`config.mk`:
```
export PLATFORM = sky130hd
export DESIGN_NAME = crc8_packet_framer
export DESIGN_NICKNAME = d
export VERILOG_FILES = /design/src/rtl/cpf_pkg.sv /design/src/rtl/crc8_packet_framer.sv /design/src/rtl/cpf_frame_ctl.sv /design/src/rtl/cpf_out_seq.sv
export VERILOG_INCLUDE_DIRS = /design/src /design/src/rtl
export SDC_FILE = /design/constraint.sdc
export NUM_CORES = 1
export LEC_CHECK = 0
export ABC_AREA = 1
export BUFFER_PORTS_ARGS = -buffer_cell sky130_fd_sc_hd__buf_2
export CAP_MARGIN = 30
export CORE_UTILIZATION = 53
export CTS_BUF_LIST = sky130_fd_sc_hd__clkbuf_8 sky130_fd_sc_hd__clkbuf_16
export DETAILED_ROUTE_END_ITERATION = 12
export PLACE_DENSITY_LB_ADDON = 0.3
export SLEW_MARGIN = 25
export SYNTH_ARGS = -nofsm -noshare
export SYNTH_HDL_FRONTEND = slang
export SYNTH_SLANG_ARGS = --single-unit
```
`constraint.sdc`:
```
create_clock -name clk -period 3 [get_ports clk]
set_input_delay 0.3 -clock clk [delete_from_list [all_inputs] [get_ports clk]]
set_output_delay 0.3 -clock clk [all_outputs]
set_load 0.01 [all_outputs]
```
`src/rtl/crc8_packet_framer_assert.svh`:
```
// Assertion macros shared by the framer modules.
// Each expects a clock named clk and a reset named rst in scope.
`ifndef CRC8_PACKET_FRAMER_ASSERT_SVH
`define CRC8_PACKET_FRAMER_ASSERT_SVH

// Checked only outside reset.
`define CPF_ASSERT(lbl, prop, msg) \
  lbl: assert property (@(posedge clk) disable iff (rst) prop) else $error(msg);

// Checked on every edge, reset included.
`define CPF_ASSERT_ALWAYS(lbl, prop, msg) \
  lbl: assert property (@(posedge clk) prop) else $error(msg);

`endif

```
`src/rtl/cpf_pkg.sv`:
```
package cpf_pkg;

  localparam logic [7:0] CRC_POLY = 8'h07;
  localparam logic [7:0] CRC_INIT = 8'h00;
  localparam logic [7:0] CRC_TOP  = 8'h80;

  localparam logic [7:0] SYNC_RESET   = 8'd170;
  localparam logic [7:0] LENGTH_RESET = 8'd32;

  // Configuration register indexes
  localparam logic REG_SYNC   = 1'b0;
  localparam logic REG_LENGTH = 1'b1;

  // Output byte positions within the group one payload byte causes
  typedef enum logic [1:0] {
    SLOT_SYNC    = 2'd0,
    SLOT_LENGTH  = 2'd1,
    SLOT_PAYLOAD = 2'd2,
    SLOT_CRC     = 2'd3
  } slot_t;

  // Everything the output side needs for one accepted payload byte
  typedef struct packed {
    logic       has_head;
    logic       has_crc;
    logic [7:0] sync_byte;
    logic [7:0] length_byte;
    logic [7:0] data_byte;
    logic [7:0] crc_byte;
  } grp_t;

  function automatic logic [7:0] crc8_fold(input logic [7:0] crc, input logic [7:0] b);
    logic [7:0] c;
    c = crc ^ b;
    for (int i = 0; i < 8; i++) begin
      if ((c & CRC_TOP) != 8'h00) begin
        c = {c[6:0], 1'b0} ^ CRC_POLY;
      end else begin
        c = {c[6:0], 1'b0};
      end
    end
    return c;
  endfunction

endpackage

```
`src/rtl/crc8_packet_framer.sv`:
```
// Channel  | Direction | Handshake           | Payload
// ---------+-----------+---------------------+---------------------------------
// input    | in        | in_valid / in_ready | payload_byte[7:0]
// output   | out       | out_valid/out_ready | frame_byte[7:0], frame_end
// config   | in        | cfg_write           | cfg_index, cfg_data[7:0]
//
// Each payload byte yields 1 to 4 output transfers (sync and length before the first
// byte of a frame, crc after the last); one output transfer per cycle unless stalled.
// A payload byte is taken in the cycle the last output of the previous byte leaves, so
// mid-frame bytes flow at one per cycle unless stalled; the output register sets the
// rate. Output appears in the cycle after the input transfer. Reset is synchronous:
// registers return to sync 170, length 32, counter and crc clear, output empty. A
// stalled output holds its byte; input is held off until the last pending byte leaves.

module crc8_packet_framer
  import cpf_pkg::*;
(
  input  logic       clk,
  input  logic       rst,
  input  logic       cfg_write,
  input  logic       cfg_index,
  input  logic [7:0] cfg_data,
  input  logic       in_valid,
  output logic       in_ready,
  input  logic [7:0] payload_byte,
  output logic       out_valid,
  input  logic       out_ready,
  output logic [7:0] frame_byte,
  output logic       frame_end
);

  grp_t grp;
  logic xfer;

  assign xfer = in_valid && in_ready;

  cpf_frame_ctl u_frame_ctl (
    .clk          (clk),
    .rst          (rst),
    .cfg_write    (cfg_write),
    .cfg_index    (cfg_index),
    .cfg_data     (cfg_data),
    .xfer         (xfer),
    .payload_byte (payload_byte),
    .grp          (grp)
  );

  cpf_out_seq u_out_seq (
    .clk        (clk),
    .rst        (rst),
    .in_valid   (in_valid),
    .in_ready   (in_ready),
    .grp_in     (grp),
    .out_valid  (out_valid),
    .out_ready  (out_ready),
    .frame_byte (frame_byte),
    .frame_end  (frame_end)
  );

endmodule

```
`src/rtl/cpf_frame_ctl.sv`:
```
`include "crc8_packet_framer_assert.svh"

module cpf_frame_ctl
  import cpf_pkg::*;
(
  input  logic       clk,
  input  logic       rst,
  input  logic       cfg_write,
  input  logic       cfg_index,
  input  logic [7:0] cfg_data,
  input  logic       xfer,
  input  logic [7:0] payload_byte,
  output grp_t       grp
);

  logic [7:0] sync_value;
  logic [7:0] payload_length;
  logic [7:0] bytes_taken;
  logic [7:0] running_crc;
  logic [7:0] bytes_taken_next;
  logic [7:0] running_crc_next;

  logic       head;
  logic       end_hit;
  logic [7:0] crc_new;
  logic [7:0] count_new;

  always_ff @(posedge clk) begin
    if (rst) begin
      sync_value     <= SYNC_RESET;
      payload_length <= LENGTH_RESET;
    end else if (cfg_write) begin
      case (cfg_index)
        REG_SYNC:   sync_value     <= cfg_data;
        REG_LENGTH: payload_length <= cfg_data;
        default:    sync_value     <= sync_value;
      endcase
    end
  end

  always_comb begin
    head      = (bytes_taken == 8'd0);
    crc_new   = crc8_fold(head ? CRC_INIT : running_crc, payload_byte);
    count_new = bytes_taken + 8'd1;
    end_hit   = (count_new == payload_length);

    bytes_taken_next = end_hit ? 8'd0 : count_new;
    running_crc_next = end_hit ? CRC_INIT : crc_new;

    grp.has_head    = head;
    grp.has_crc     = end_hit;
    grp.sync_byte   = sync_value;
    grp.length_byte = payload_length;
    grp.data_byte   = payload_byte;
    grp.crc_byte    = crc_new;
  end

  always_ff @(posedge clk) begin
    if (rst) begin
      bytes_taken <= 8'd0;
      running_crc <= CRC_INIT;
    end else if (xfer) begin
      bytes_taken <= bytes_taken_next;
      running_crc <= running_crc_next;
    end
  end

  `CPF_ASSERT(a_end_clears_crc, (xfer && end_hit) |=> (running_crc == CRC_INIT), "crc kept")
  `CPF_ASSERT(a_end_restarts, (xfer && end_hit) |=> (bytes_taken == 8'd0), "no restart after crc")
  `CPF_ASSERT(a_count_holds, !xfer |=> $stable(bytes_taken), "count moved without transfer")

endmodule

```
`src/rtl/cpf_out_seq.sv`:
```
`include "crc8_packet_framer_assert.svh"

module cpf_out_seq
  import cpf_pkg::*;
(
  input  logic       clk,
  input  logic       rst,
  input  logic       in_valid,
  output logic       in_ready,
  input  grp_t       grp_in,
  output logic       out_valid,
  input  logic       out_ready,
  output logic [7:0] frame_byte,
  output logic       frame_end
);

  logic  valid;
  grp_t  grp;
  slot_t slot;
  slot_t slot_next;
  logic  last;
  logic  take;
  logic  load;

  always_comb begin
    last     = (slot == SLOT_CRC) || ((slot == SLOT_PAYLOAD) && !grp.has_crc);
    take     = valid && out_ready;
    in_ready = !valid || (take && last);
    load     = in_valid && in_ready;

    case (slot)
      SLOT_SYNC:    slot_next = SLOT_LENGTH;
      SLOT_LENGTH:  slot_next = SLOT_PAYLOAD;
      SLOT_PAYLOAD: slot_next = SLOT_CRC;
      default:      slot_next = SLOT_CRC;
    endcase
  end

  always_comb begin
    case (slot)
      SLOT_SYNC:    frame_byte = grp.sync_byte;
      SLOT_LENGTH:  frame_byte = grp.length_byte;
      SLOT_PAYLOAD: frame_byte = grp.data_byte;
      default:      frame_byte = grp.crc_byte;
    endcase

    out_valid = valid;
    frame_end = (slot == SLOT_CRC);
  end

  always_ff @(posedge clk) begin
    if (rst) begin
      valid <= 1'b0;
      slot  <= SLOT_PAYLOAD;
    end else if (load) begin
      valid <= 1'b1;
      slot  <= grp_in.has_head ? SLOT_SYNC : SLOT_PAYLOAD;
    end else if (take) begin
      // drop the group after its last byte, else advance
      if (last) begin
        valid <= 1'b0;
      end else begin
        slot <= slot_next;
      end
    end
  end

  always_ff @(posedge clk) begin
    if (load) begin
      grp <= grp_in;
    end
  end

  `CPF_ASSERT(a_load_shows, (in_valid && in_ready) |=> out_valid, "accepted byte not presented")
  `CPF_ASSERT(a_block_when_full, !in_ready |-> out_valid, "input held off with nothing pending")
  `CPF_ASSERT_ALWAYS(a_reset_empty, rst |=> !out_valid, "output valid after reset")

endmodule
```
Word level (Yosys, flattened, before mapping)
Index checks and enable logic that the tools add are counted.
- add/sub/neg operators: 1
- multipliers: 0
- div/mod/pow operators: 0
- $lt $le $gt $ge: 0
- equal/unequal tests: 5
- shifts and indexed selects: 0
- multiplexer cells: 20
- bitwise logic cells: 10
- reductions and logical operators: 16
- operators by type and width (operator ; number):
    $mux W3 ; 8
    $mux W8 ; 3
    $not A3 Y3 ; 8
    $pmux W8 S3 ; 1
    $add A8 B1 Y8 const B ; 1
    $eq A8 B8 Y1 ; 1
    $logic_not A8 Y1 ; 1
    $mux W2 ; 4
    $reduce_and A2 Y1 ; 4
    $xor A8 B8 Y8 ; 1
    $eq A2 B2 Y1 const B ; 2
    $logic_and A1 B1 Y1 ; 4
    $pmux W2 S2 ; 1
    $reduce_bool A2 Y1 ; 2
    $mux W1 ; 3
    $eq A2 B1 Y1 const B ; 1
    $logic_not A1 Y1 ; 2
    $logic_not A2 Y1 ; 1
    $logic_or A1 B1 Y1 ; 2
    $ne A2 B2 Y1 const B ; 1
    $not A1 Y1 ; 1
- bits in registers: 68
- latch bits: 0
- memory bits (writable): 0
- bits in read-only memories: 0
- bits of input ports: 22
- output and inout port bits: 11
- logic and storage cells: 63
- memories kept: 0

Depth between registers and ports, before layout
Gate-level depths: netlist of the first run.
- depth after elaboration: 20
- depth in mapped cells: 18
- depth with buffers taken out: 16

Modules after synthesis
Synthesis of the first run repeated with hierarchy kept, for this count alone.
- cells, all modules: 437
- area total of the unflattened synthesis: 3532.1 um^2
- by module, submodules not included (module ; instances ; cells each ; area an instance (um^2) ; sequential area each (um^2)):
    cpf_frame_ctl ; 1 ; 330 ; 2125.8 ; 640.6
    cpf_out_seq ; 1 ; 105 ; 1398.8 ; 1051.0
    crc8_packet_framer ; 1 ; 2 ; 7.5 ; 0.0

Least setup slack after synthesis of the first run
Ideal clock, no wire load.
- kind: register to register
- start: register u_out_seq.slot[0]
- end: register u_frame_ctl.bytes_taken[3]
- setup time: 0.127 ns
- arrival: 3.054 ns
- data required time: 2.873 ns
- slack: -0.181 ns
- stages on the path, launching flop included: 11
- path buffers: 1
- period minus slack after synthesis: 3.181 ns
- cell sequence: dfxtp_1 -> inv_1 -> nand2_1 -> a21oi_1 -> nor2_1 -> inv_1 -> nor2_1 -> inv_1 -> clkbuf_1 -> nand2_1 -> a21oi_1
- longest elaborated chain between the ends: 6
- elaborated cells on any way between the ends: 7
- those cells by class: eq/ne (2); reduce/logical (5)
- ends and longest elaborated chain (element ; line ; text):
    start, declared ; cpf_out_seq.sv:19 ; slot_t slot;
    start signal, assigned ; cpf_out_seq.sv:57 ; slot <= grp_in.has_head ? SLOT_SYNC : SLOT_PAYLOAD;
    start signal, assigned ; cpf_out_seq.sv:63 ; slot <= slot_next;
    $eq A2 B2 Y1 ; cpf_out_seq.sv:26 ; last = (slot == SLOT_CRC) || ((slot == SLOT_PAYLOAD) && !grp.has_crc);
    $logic_and A1 B1 Y1 ; cpf_out_seq.sv:26 ;
    $logic_or A1 B1 Y1 (*) ; cpf_out_seq.sv:26 ;
    $logic_and A1 B1 Y1 (*) ; cpf_out_seq.sv:28 ; in_ready = !valid || (take && last);
    $logic_or A1 B1 Y1 (*) ; cpf_out_seq.sv:28 ;
    via in_ready ; crc8_packet_framer.sv:24 ; output logic in_ready,
    $logic_and A1 B1 Y1 (*) ; crc8_packet_framer.sv:35 ; assign xfer = in_valid && in_ready;
    via u_frame_ctl.xfer ; cpf_frame_ctl.sv:11 ; input logic xfer,
    end signal, assigned ; cpf_frame_ctl.sv:63 ; bytes_taken <= bytes_taken_next;
    end, declared ; cpf_frame_ctl.sv:18 ; logic [7:0] bytes_taken;
Mark *: on every way through the listed nets, which the timed path passes. The rest lies on a longest branch.
A chain may end at the register's enable or synchronous reset.

==> metrics.csv, run 1 <==
stage,metric,value,unit
logic_synthesis,Synth top cells by count,"nand2_1, inv_1, dfxtp_1, nor2_1, edfxtp_1",
final_layout,P&R area growth vs syn,11.0,%
cts,CTS tree,built,
die,Die ar.,0.00658,mm²
logic_synthesis,share of the synthesized area in the top cell type,29.9,%
critical_path,Worst Path Arrival,2.36,ns
detailed_routing,via count,2726,
hold_path,class of the worst hold path,in2reg,
sta,final hold violations,0,
placed_design,post-place setup slack,0.734,ns
sta,period utilisation layout,75.5,%
logic_synthesis,Synth Register Bits,68,
detailed_routing,Top Layer Used,met4,
sta,RSZ-0062 raised after global routing,false,
cts,clock-pin slew on the worst setup and hold paths,0.07,ns
final_layout,area of the multi-input gates,0.00141,mm²
logic_synthesis,Mapped Cells,399,
sta,Max Clock Freq,0.442,GHz
critical_path,CP Cell Sequence,"inv_1, ha_1, nand2_1, inv_1, nand2_4, nand2_1, or2_2, nand2_1, nand2_1, nand2_2, nand2_1, and2_1",
logic_synthesis,Mean Syn Cell Area,8.31,µm²
detailed_routing,metal3 WL,304,µm
detailed_routing,Routed Antenna Nets,0,
logic_synthesis,Synth async-reset ratio,0,%
sta,Final Setup Violations,0,
critical_path,startpoint types,flop,
logic_synthesis,Syn Std Cell Area,0.00332,mm²
die,die span in y,81.1,µm
critical_path,"Slowest-stage cell, CP",dfxtp_1,
critical_path,Crit Path Class,reg2reg,
power,power per cell area,567,mW/mm²
detailed_routing,DR WL/cell,14.0,µm
die,I/O Pins,33,
cts,clk sinks,68,
grt,first-pass GRT wire length,11.7,mm
logic_synthesis,synth top area cells,"edfxtp_1, dfxtp_1, nand2_1",
final_layout,final net count,457,
detailed_routing,WL final,7.17,mm
flow_run,Max-cap violations,0,
logic_synthesis,Synth Flop Type,dfxtp_1,
cts,CTS root buf,clkbuf_8,
power,Peak VDD IR,0.322,mV
final_layout,register area,0.00169,mm²
die,Core Footprint,0.00599,mm²
cts,# hold bufs at CTS,0,
logic_synthesis,most common cell in the netlist,nand2_1,
logic_synthesis,sequential fraction of the synthesis area,51.0,%
critical_path,Worst Path Max Fanout,12,
detailed_routing,residual DRC count,0,
logic_synthesis,warnings from Yosys,0,
sta,clock skew,0.00805,ns
placed_design,Routability Congestion,0.904,
sta,Post-Route Setup TNS,0,ns
logic_synthesis,dominant cell type by area after synthesis,edfxtp_1,
logic_synthesis,net count after synthesis,423,
sta,min Tclk post-route,2.26,ns
detailed_routing,wire length on met2,3.56,mm
die,Rows,28,
detailed_routing,first-pass detailed-route iteration total,5,
grt,vias in the first global route,2516,
final_layout,Inserted Diodes,0,
placed_design,PortBufs,32,
cts,Worst-Skew Late Latency,0.33,ns
cts,total setup buffers inserted after CTS,0,
grt,grt ovf,0,
logic_synthesis,Post-synth EDFFs,33,
final_layout,layout cells sized above 1,16.9,%
grt,Total Routing Usage GR,24.3,%
final_layout,Fillers,522,
power,Leakage,0.00163,µW
critical_path,Crit path max-delay family,simple AND/OR/NAND/NOR gates,
cts,post-CTS sizing,0,
cts,htree depth,3,
critical_path,CP bufs+invs,2,
grt,largest net degree at the start of global routing,34,
grt,initial antenna violation count,0,
sta,slew margin rel.,61.5,%
detailed_routing,M1 wire length,3.23,mm
power,total power,2090,µW
sta,Worst Tran Pin Value,0.578,ns
logic_synthesis,Synth cell types,30,
critical_path,CP peak stage delay,0.49,ns
cts,Max Root-Sink Buffers,2,
status,status,finished clean,
critical_path,worst endpoint required time,3.09,ns
detailed_routing,drt initial violations,170,
detailed_routing,drt via density,5.31,
cts,number of buffers created by CTS,9,
sta,final worst setup slack,0.736,ns
critical_path,Most common cell on crit path,nand2_1,
critical_path,crit path capture type,flop,
die,Starting Density,55.4,%
die,die width,81.1,µm
sta,pins over their slew limit,0,
placed_design,detailed placement HPWL,5.39,mm
[final timing paths]
check	startpoint	end	slack, ns	cells after the start
max	u_frame_ctl.bytes_taken[0]$_SDFFE_PP0P_	u_out_seq.grp[2]$_DFFE_PP_	0.74	12
min	payload_byte[0]	u_out_seq.grp[8]$_DFFE_PP_	0.18	1
max reg2reg	u_frame_ctl.bytes_taken[0]$_SDFFE_PP0P_	u_out_seq.grp[2]$_DFFE_PP_	0.74	12
min reg2reg	u_frame_ctl.sync_value[5]$_SDFFE_PP1P_	u_out_seq.grp[29]$_DFFE_PP_	0.44	0
[registers in the layout, indices dropped and copies added, names as in the netlist]
register and flops:
u_out_seq.grp 33, u_frame_ctl.bytes_taken 8, u_frame_ctl.payload_length 8, u_frame_ctl.running_crc 8
u_frame_ctl.sync_value 8, u_out_seq.slot 2, u_out_seq.out_valid 1
[power by group]
part | switching (µW) | total (µW) | internal (µW)
logic | 222 | 340 | 119
clock network | 331 | 643 | 312
registers | 47.5 | 1110 | 1060
total | 600 | 2090 | 1490
[final cells by class]
cell class                      count  share of cell area, %
Inverter                           39                   3.98
Clock buffer                       10                   3.74
Sequential cell                    68                   45.9
Clock inverter                      6                  0.849
Multi-Input combinational cell    282                   38.4
Tap cell                           75                   2.55
Timing Repair Buffer               33                   4.55
[worst register-to-register path, stage by stage, from the launching register on]
cell	delay, ns
dfxtp_1	0.49
inv_1	0.12
ha_1	0.21
nand2_1	0.09
inv_1	0.07
nand2_4	0.18
nand2_1	0.09
or2_2	0.27
nand2_1	0.09
nand2_1	0.09
nand2_2	0.10
nand2_1	0.07
and2_1	0.14
[metal layers]
layer  GRT usage [%]  vias to the layer above
met5               0                        -
met4            10.2                        0
met3            4.27                        8
met2            41.3                       81
met1            30.5                     1271
li1                -                     1366
[logic make-up after synthesis]
family	after synthesis	synth area share, %
AO/OA/AOI/OAI	49	8.07
AND/OR/NAND/NOR	215	28.4
XOR/XNOR	16	5.36
buffers and inverters	49	6.45
flip-flops	68	51.0
adder cells (fa/ha/maj)	2	0.754
[stage by stage]
stage / instance area, µm² / instances / hold WS, ns / utilization (%)
floorplan: 3320 / 399 / 0.399 / -
global placement: 3510 / 497 / 0.420 / 58.6
detailed placement: 3510 / 497 / 0.423 / 58.6
CTS: 3680 / 513 / 0.162 / 61.5
global route: 3680 / 513 / 0.165 / 61.5
finish: 3680 / 513 / 0.181 / 61.5
[cells in the final DEF (no fill, tap or decap), types with 10 or more instances in the layout]
cell type / n
buf_2: 32
edfxtp_1: 33
nand2_2: 11
dfxtp_1: 35
a21oi_1: 26
nand3_1: 28
nand2_1: 124
o21ai_0: 16
inv_1: 37
nor2_1: 33
clkbuf_8: 10
(Power assumes the default switching activity.)
==> inputs of run 2 (changes only) <==
Settings changed: CORE_UTILIZATION 53 to 59.
Clock period 3 ns to 2.3 ns, I/O delays scaled along.
==> run 2 against run 1 <==
Worst hold slack got worse by 0.082 ns. Clock power rose by 73%. Count of clock-buffer cells in the layout unchanged. Combinational power up 44%. Critical path depth decreased by 7. Cell area up 3.3%. Largest cell class unchanged.
==> metrics.csv, run 2 (synthesis gave the netlist of run 1 again) <==
stage,metric,value,unit,change
critical_path,r2r worst-path depth,13,,+1
detailed_routing,Routed Antenna Nets,0,,unchanged
placed_design,total instance count after detailed placement,495,,-0.40%
critical_path,r2r endpoint,u_frame_ctl.running_crc[6]$_SDFFE_PP0P_,,
power,Peak VDD IR,0.477,mV,+48%
detailed_routing,DR WL/cell,15.3,µm,+9.1%
grt,GRT met2 Usage,45.9,%,+4.6 points
critical_path,reg2reg setup slack,0.23,ns,-0.51 ns
detailed_routing,first-pass detailed-route iteration total,5,,unchanged
sta,Worst Tran Pin Value,0.542,ns,-0.0354 ns
critical_path,worst endpoint required time,2.07,ns,-1.02 ns
critical_path,Crit. Startpoint,u_out_seq.slot[0]$_SDFFE_PP0P_,,
grt,layer with the highest usage,met2,,
detailed_routing,WL final,7.87,mm,+9.7%
power,clock share of power,36.4,%,+5.6 points
critical_path,startpoint types,flop,,
die,die span in y,77.0,µm,-5.1%
sta,slew margin rel.,63.7,%,+2.3 points
sta,clock skew,0.00756,ns,-0.000494 ns
sta,min Tclk post-route,2.16,ns,
power,Int Pwr,2200,µW,+48%
critical_path,Worst Path Max Fanout,13,,+1
power,Leakage,0.00170,µW,+4.4%
critical_path,FF-to-FF Start,u_frame_ctl.bytes_taken[0]$_SDFFE_PP0P_,,
final_layout,"commonest cells after routing, fill and taps aside","nand2_1, inv_1, dfxtp_1",,
final_layout,Inserted Diodes,0,,unchanged
detailed_routing,drt initial violations,289,,+70%
power,power per cell area,800,mW/mm²,+41%
final_layout,max FFs per register,33,,unchanged
hold_path,hold path start,cfg_data[1],,
sta,final hold violations,0,,unchanged
placed_design,post-place setup slack,0.196,ns,-0.538 ns
final_layout,final net count,465,,+1.8%
cts,Worst-Skew Late Latency,0.35,ns,+0.02 ns
final_layout,Finished Layout Cells,516,,+0.58%
die,Core Footprint,0.00527,mm²,-12%
final_layout,layout cells sized above 1,19.5,%,+2.6 points
sta,period utilisation layout,93.8,%,
hold_path,class of the worst hold path,in2reg,,
grt,Total Routing Usage GR,27.5,%,+3.2 points
cts,clk sinks,68,,unchanged
final_layout,"commonest non-fill, non-tap cell in the layout",nand2_1,,
power,sw frac,27.8,%,-0.94 points
die,Rows,26,,-7.1%
final_layout,P&R area growth vs syn,14.7,%,
sta,Final Setup Violations,0,,unchanged
power,combinational share of power,16.1,%,-0.2 points
placed_design,detailed placement HPWL,5.57,mm,+3.4%
sta,pins over their slew limit,0,,unchanged
critical_path,crit path capture type,primary output,,
cts,number of buffers created by CTS,9,,unchanged
cts,CTS tree,built,,
sta,final worst setup slack,0.142,ns,-0.595 ns
grt,met3 Use GR,5.24,%,+0.97 points
sta,RSZ-0062 raised after global routing,false,,
detailed_routing,drt via density,5.54,,+4.2%
sta,Max Clock Freq,0.463,GHz,
die,Starting Density,62.9,%,+7.6 points
power,Switch Pwr,846,µW,+41%
die,die width,77.0,µm,-5.1%
critical_path,worst setup path end,frame_byte[2],,
detailed_routing,via count,2857,,+4.8%
cts,htree depth,3,,unchanged
detailed_routing,residual DRC count,0,,unchanged
die,Die ar.,0.00593,mm²,-9.9%
placed_design,PortBufs,32,,unchanged
grt,first-pass GRT wire length,12.3,mm,+5.6%
critical_path,Worst Path Arrival,1.93,ns,-0.43 ns
grt,vias in the first global route,2648,,+5.2%
cts,CTS root buf,clkbuf_8,,
placed_design,"Cell Area, Placed",0.00353,mm²,+0.61%
cts,clock-pin slew on the worst setup and hold paths,0.07,ns,about the same
placed_design,Routability Congestion,0.865,,-4.3%
die,I/O Pins,33,,unchanged
grt,initial antenna violation count,0,,unchanged
power,Reg power frac,47.5,%,-5.4 points
cts,Max Root-Sink Buffers,2,,unchanged
final_layout,design area,0.00380,mm²,+3.3%
sta,Post-Route Setup TNS,0,ns,unchanged
grt,largest net degree at the start of global routing,22,,-35%
critical_path,Crit Path Class,reg2out,,
final_layout,"Most flops, register",u_out_seq.grp,,
status,status,finished clean,,
grt,met1 Use GR,34.5,%,+4.0 points
power,total power,3040,µW,+46%
flow_run,Max-cap violations,0,,unchanged
grt,grt ovf,0,,unchanged
run 2: cell types whose count changed in the layout (fill, tap and decap cells not counted), sizes merged:
cell | before | now
buf | 33 | 41
bufinv | 0 | 2
clkinv | 4 | 3
clkinvlp | 2 | 1
run 2: repair_timing:
action                     in CTS  in global routing
setup endpoints to repair       0                  4
resized for setup               0                  2
hold buffers                    0                  0
buffers inserted                0                  5
run 2: final cells by class:
class,instances,area (µm²)
flip-flops and latches,68,1690
clock buffers,10,138
well taps,70,87.6
clock inverters,6,86.3
repair buffers,41,228
multi-input cells,282,1430
fillers,403,1470
inverters,39,146
run 2: power groups by stage:
| stage | Combinational [µW] | Sequential (µW) | Clock (µW) |
|---|---|---|---|
| 2_1_floorplan | 336 | 1440 | 0 |
| 3_3_place_gp | 441 | 1470 | 0 |
| 3_5_place_dp | 454 | 1470 | 0 |
| 4_1_cts | 458 | 1440 | 1110 |
| 5_1_grt | 534 | 1450 | 1160 |
| 6_report | 490 | 1440 | 1110 |
run 2: how the worst min path moves through the flow:
stage,endpoint,depth (start not counted),slack (ns)
floorplan,u_out_seq.grp[10]$_DFFE_PP_,0,0.33
global placement,u_out_seq.grp[25]$_DFFE_PP_,0,0.42
detailed placement,u_out_seq.grp[25]$_DFFE_PP_,0,0.42
CTS,u_out_seq.grp[8]$_DFFE_PP_,1,0.09
global route,u_out_seq.grp[8]$_DFFE_PP_,1,0.09
finish,u_frame_ctl.sync_value[1]$_SDFFE_PP1P_,3,0.1
run 2: critical path, stage by stage, from the launching register on:
cell and delay (ns):
dfxtp_1 0.44, nand2_1 0.24, clkinv_1 0.28, a221oi_1 0.32, a21oi_1 0.14, buf_2 0.16
run 2: metal layers:
| layer | up-vias | routed length, µm | part of all wire, % |
|---|---|---|---|
| li1 | 1381 | - | - |
| met1 | 1333 | 3360 | 43 |
| met2 | 124 | 3920 | 50 |
| met3 | 19 | 423 | 5.4 |
| met4 | 0 | 172 | 2.2 |
| met5 | - | 0 | 0 |
run 2: metrics by stage:
step                hold slack (ns)  utilization [%]
floorplan                     0.329                -
CTS                          0.0893             71.3
finish                       0.0984             72.2
global placement              0.417             67.1
global route                 0.0925             72.2
detailed placement            0.421             67.1
==> inputs of run 3 (changes only) <==
Settings changed: ABC_AREA 1 to 0.
==> run 3 against run 2 <==
Critical path depth grew 1. Die area shrank 0.34%. Core utilization grew 1.5 points. Clock skew grew 0.0011 ns. Via count shrank 19%. Setup slack lost 0.022 ns. Critical endpoint is now u_frame_ctl.running_crc[2]$_SDFFE_PP0P_. Sequential power is essentially flat. Maximum frequency shrank 1.0%. Area after synthesis shrank 0.34%. Sequential cell count is the same. Critical path type is now reg2reg. Non-clock buffer count grew 6. Worst hold slack lost 0.0084 ns.
==> metrics.csv, run 3 <==
stage,metric,value,unit,change
placed_design,PortBufs,32,,unchanged
die,Die ar.,0.00591,mm²,-0.34%
sta,Post-Route Setup TNS,0,ns,unchanged
logic_synthesis,most common cell in the netlist,dfxtp_1,,
power,power per cell area,824,mW/mm²,+3.0%
detailed_routing,residual DRC count,0,,unchanged
logic_synthesis,warnings from Yosys,0,,unchanged
sta,clock skew,0.00866,ns,+0.00111 ns
logic_synthesis,Synth Flop Type,dfxtp_1,,
final_layout,"commonest non-fill, non-tap cell in the layout",dfxtp_1,,
cts,number of buffers created by CTS,9,,unchanged
detailed_routing,drt initial violations,113,,-61%
sta,RSZ-0062 raised after global routing,false,,
hold_path,class of the worst hold path,in2reg,,
detailed_routing,drt via density,5.69,,+2.8%
critical_path,crit path capture type,flop,,
detailed_routing,first-pass detailed-route iteration total,5,,unchanged
critical_path,FF-to-FF Start,u_frame_ctl.bytes_taken[1]$_SDFFE_PP0P_,,
critical_path,reg2reg setup slack,0.12,ns,-0.11 ns
cts,clock-pin slew on the worst setup and hold paths,0.07,ns,about the same
critical_path,r2r worst-path depth,6,,-7
critical_path,startpoint types,flop,,
power,Leakage,0.00146,µW,-14%
die,die width,76.9,µm,-0.17%
final_layout,Fillers,340,,-16%
final_layout,P&R area growth vs syn,16.7,%,
critical_path,r2r endpoint,u_frame_ctl.running_crc[2]$_SDFFE_PP0P_,,
final_layout,max FFs per register,33,,unchanged
logic_synthesis,share of the synthesized area in the top cell type,30.0,%,+0.10 points
critical_path,Crit path max-delay family,simple AND/OR/NAND/NOR gates,,
die,I/O Pins,33,,unchanged
critical_path,Crit. Startpoint,u_frame_ctl.bytes_taken[1]$_SDFFE_PP0P_,,
hold_path,worst hold path depth,1,,-2
critical_path,CP peak stage delay,0.44,ns,about the same
sta,period utilisation layout,94.8,%,+0.97 points
placed_design,detailed placement HPWL,4.86,mm,-13%
cts,Max Root-Sink Buffers,2,,unchanged
final_layout,Inserted Diodes,0,,unchanged
sta,slew margin rel.,71.8,%,+8.1 points
hold_path,worst hold endpoint,u_out_seq.grp[8]$_DFFE_PP_,,
detailed_routing,Routed Antenna Nets,0,,unchanged
logic_synthesis,Mean Syn Cell Area,11.4,µm²,+38%
grt,largest net degree at the start of global routing,37,,+68%
grt,grt ovf,0,,unchanged
critical_path,CP bufs+invs,1,,-1
grt,Total Routing Usage GR,25.4,%,-2.1 points
placed_design,"Cell Area, Placed",0.00358,mm²,+1.4%
sta,Final Setup Violations,0,,unchanged
die,die span in y,76.9,µm,-0.17%
logic_synthesis,sequential fraction of the synthesis area,51.2,%,+0.17 points
logic_synthesis,dominant cell type by area after synthesis,edfxtp_1,,
final_layout,layout cells sized above 1,26.3,%,+6.8 points
status,status,finished clean,,
critical_path,"Slowest-stage cell, CP",dfxtp_1,,
grt,vias in the first global route,2286,,-14%
cts,# hold bufs at CTS,0,,unchanged
sta,final worst setup slack,0.119,ns,-0.0223 ns
placed_design,post-place setup slack,0.0425,ns,-0.154 ns
detailed_routing,WL final,7.05,mm,-10%
logic_synthesis,synth top area cells,"edfxtp_1, dfxtp_1, xnor2_1",,
sta,Worst Tran Pin Value,0.421,ns,-0.121 ns
flow_run,Max-cap violations,0,,unchanged
final_layout,area of the multi-input gates,0.00151,mm²,+6.0%
sta,final hold violations,0,,unchanged
logic_synthesis,Synth top cells by count,"dfxtp_1, edfxtp_1, nand2_1, xnor2_1",,
placed_design,Routability Congestion,0.906,,+4.7%
critical_path,Worst Path Max Fanout,9,,-4
logic_synthesis,Mapped Cells,289,,-28%
final_layout,"commonest cells after routing, fill and taps aside","dfxtp_1, edfxtp_1, nand2_1, buf_2, xnor2_1",,
detailed_routing,DR WL/cell,17.3,µm,+13%
critical_path,CP Cell Sequence,"nand4_4, or3_4, a2111oi_4, nand4_4, buf_4, a41o_1",,
die,Core Footprint,0.00524,mm²,-0.62%
detailed_routing,wire length on met2,3.40,mm,-13%
detailed_routing,metal3 WL,404,µm,-4.5%
sta,min Tclk post-route,2.18,ns,+0.0223 ns
grt,initial antenna violation count,0,,unchanged
cts,Worst-Skew Late Latency,0.35,ns,about the same
hold_path,hold path start,payload_byte[0],,
detailed_routing,via count,2323,,-19%
sta,pins over their slew limit,0,,unchanged
critical_path,worst endpoint required time,2.54,ns,+0.47 ns
final_layout,design area,0.00386,mm²,+1.4%
final_layout,register area,0.00169,mm²,unchanged
sta,Max Clock Freq,0.459,GHz,-1.0%
die,Rows,26,,unchanged
logic_synthesis,Synth Register Bits,68,,unchanged
detailed_routing,M1 wire length,3.12,mm,-6.9%
logic_synthesis,Syn Std Cell Area,0.00331,mm²,-0.34%
logic_synthesis,Synth cell types,46,,+53%
grt,first-pass GRT wire length,11.2,mm,-8.7%
critical_path,Most common cell on crit path,nand4_4,,
logic_synthesis,Synth async-reset ratio,0,%,unchanged
detailed_routing,Top Layer Used,met4,,
power,Peak VDD IR,0.424,mV,-11%
cts,CTS root buf,clkbuf_8,,
final_layout,final net count,357,,-23%
logic_synthesis,Post-synth EDFFs,33,,unchanged
cts,clk sinks,68,,unchanged
cts,htree depth,3,,unchanged
critical_path,Crit Path Class,reg2reg,,
cts,CTS tree,built,,
final_layout,"Most flops, register",u_out_seq.grp,,
die,Starting Density,63.1,%,+0.18 points
logic_synthesis,net count after synthesis,313,,-26%
critical_path,Worst Path Arrival,2.43,ns,+0.50 ns
## run 3: power breakdown
part	internal, µW	switching [µW]
combinational	248	286
sequential	1380	58.7
clock	750	455
## run 3: cells by family (layout without fill, tap and decap cells)
family	after synthesis	in the layout	synth area share, %
multiplexers	17	17	8.18
flip-flops	68	68	51.2
AND/OR/NAND/NOR	92	92	15.2
adder cells (fa/ha/maj)	2	2	0.757
buffers and inverters	23	72	3.22
XOR/XNOR	45	45	13.3
AO/OA/AOI/OAI	42	42	8.18
## run 3: repair_timing
item	4_1_cts	5_1_grt
setup endpoints to repair	0	13
gates resized for setup	0	2
buffers inserted	0	3
## run 3: per-stage QoR
step                      std cells  utilization, %  total power (µW)  hold WS, ns
final                           408            73.7              3180       0.0900
after global placement          389            68.4              1980        0.410
after floorplan                 289               -              1840        0.329
after CTS                       405            73.1              3180       0.0815
after global routing            408            73.7              3310       0.0723
after detailed placement        389            68.4              1990        0.425
## run 3: routing by layer
metal | global-route usage (%) | up-vias
met2 | 39.5 | 67
li1 | - | 1122
met1 | 34.4 | 1123
met5 | 0 | -
met3 | 5.48 | 11
met4 | 10.8 | 0
## run 3: final cells by class
cell class / instances / share of cell area (%)
Inverter: 9 / 0.876
Timing Repair Buffer: 47 / 7.40
Clock inverter: 6 / 2.85
Sequential cell: 68 / 43.9
Multi-Input combinational cell: 198 / 39.2
Tap cell: 70 / 2.27
Clock buffer: 10 / 3.57
## run 3: how the worst max path moves through the flow
| stage | end | depth (start not counted) |
|---|---|---|
| floorplan | u_out_seq.grp[0]$_DFFE_PP_ | 6 |
| global placement | u_frame_ctl.bytes_taken[3]$_SDFFE_PP0P_ | 8 |
| detailed placement | u_frame_ctl.bytes_taken[5]$_SDFFE_PP0P_ | 8 |
| CTS | u_frame_ctl.bytes_taken[3]$_SDFFE_PP0P_ | 8 |
| global route | u_frame_ctl.running_crc[2]$_SDFFE_PP0P_ | 6 |
| finish | u_frame_ctl.running_crc[2]$_SDFFE_PP0P_ | 6 |
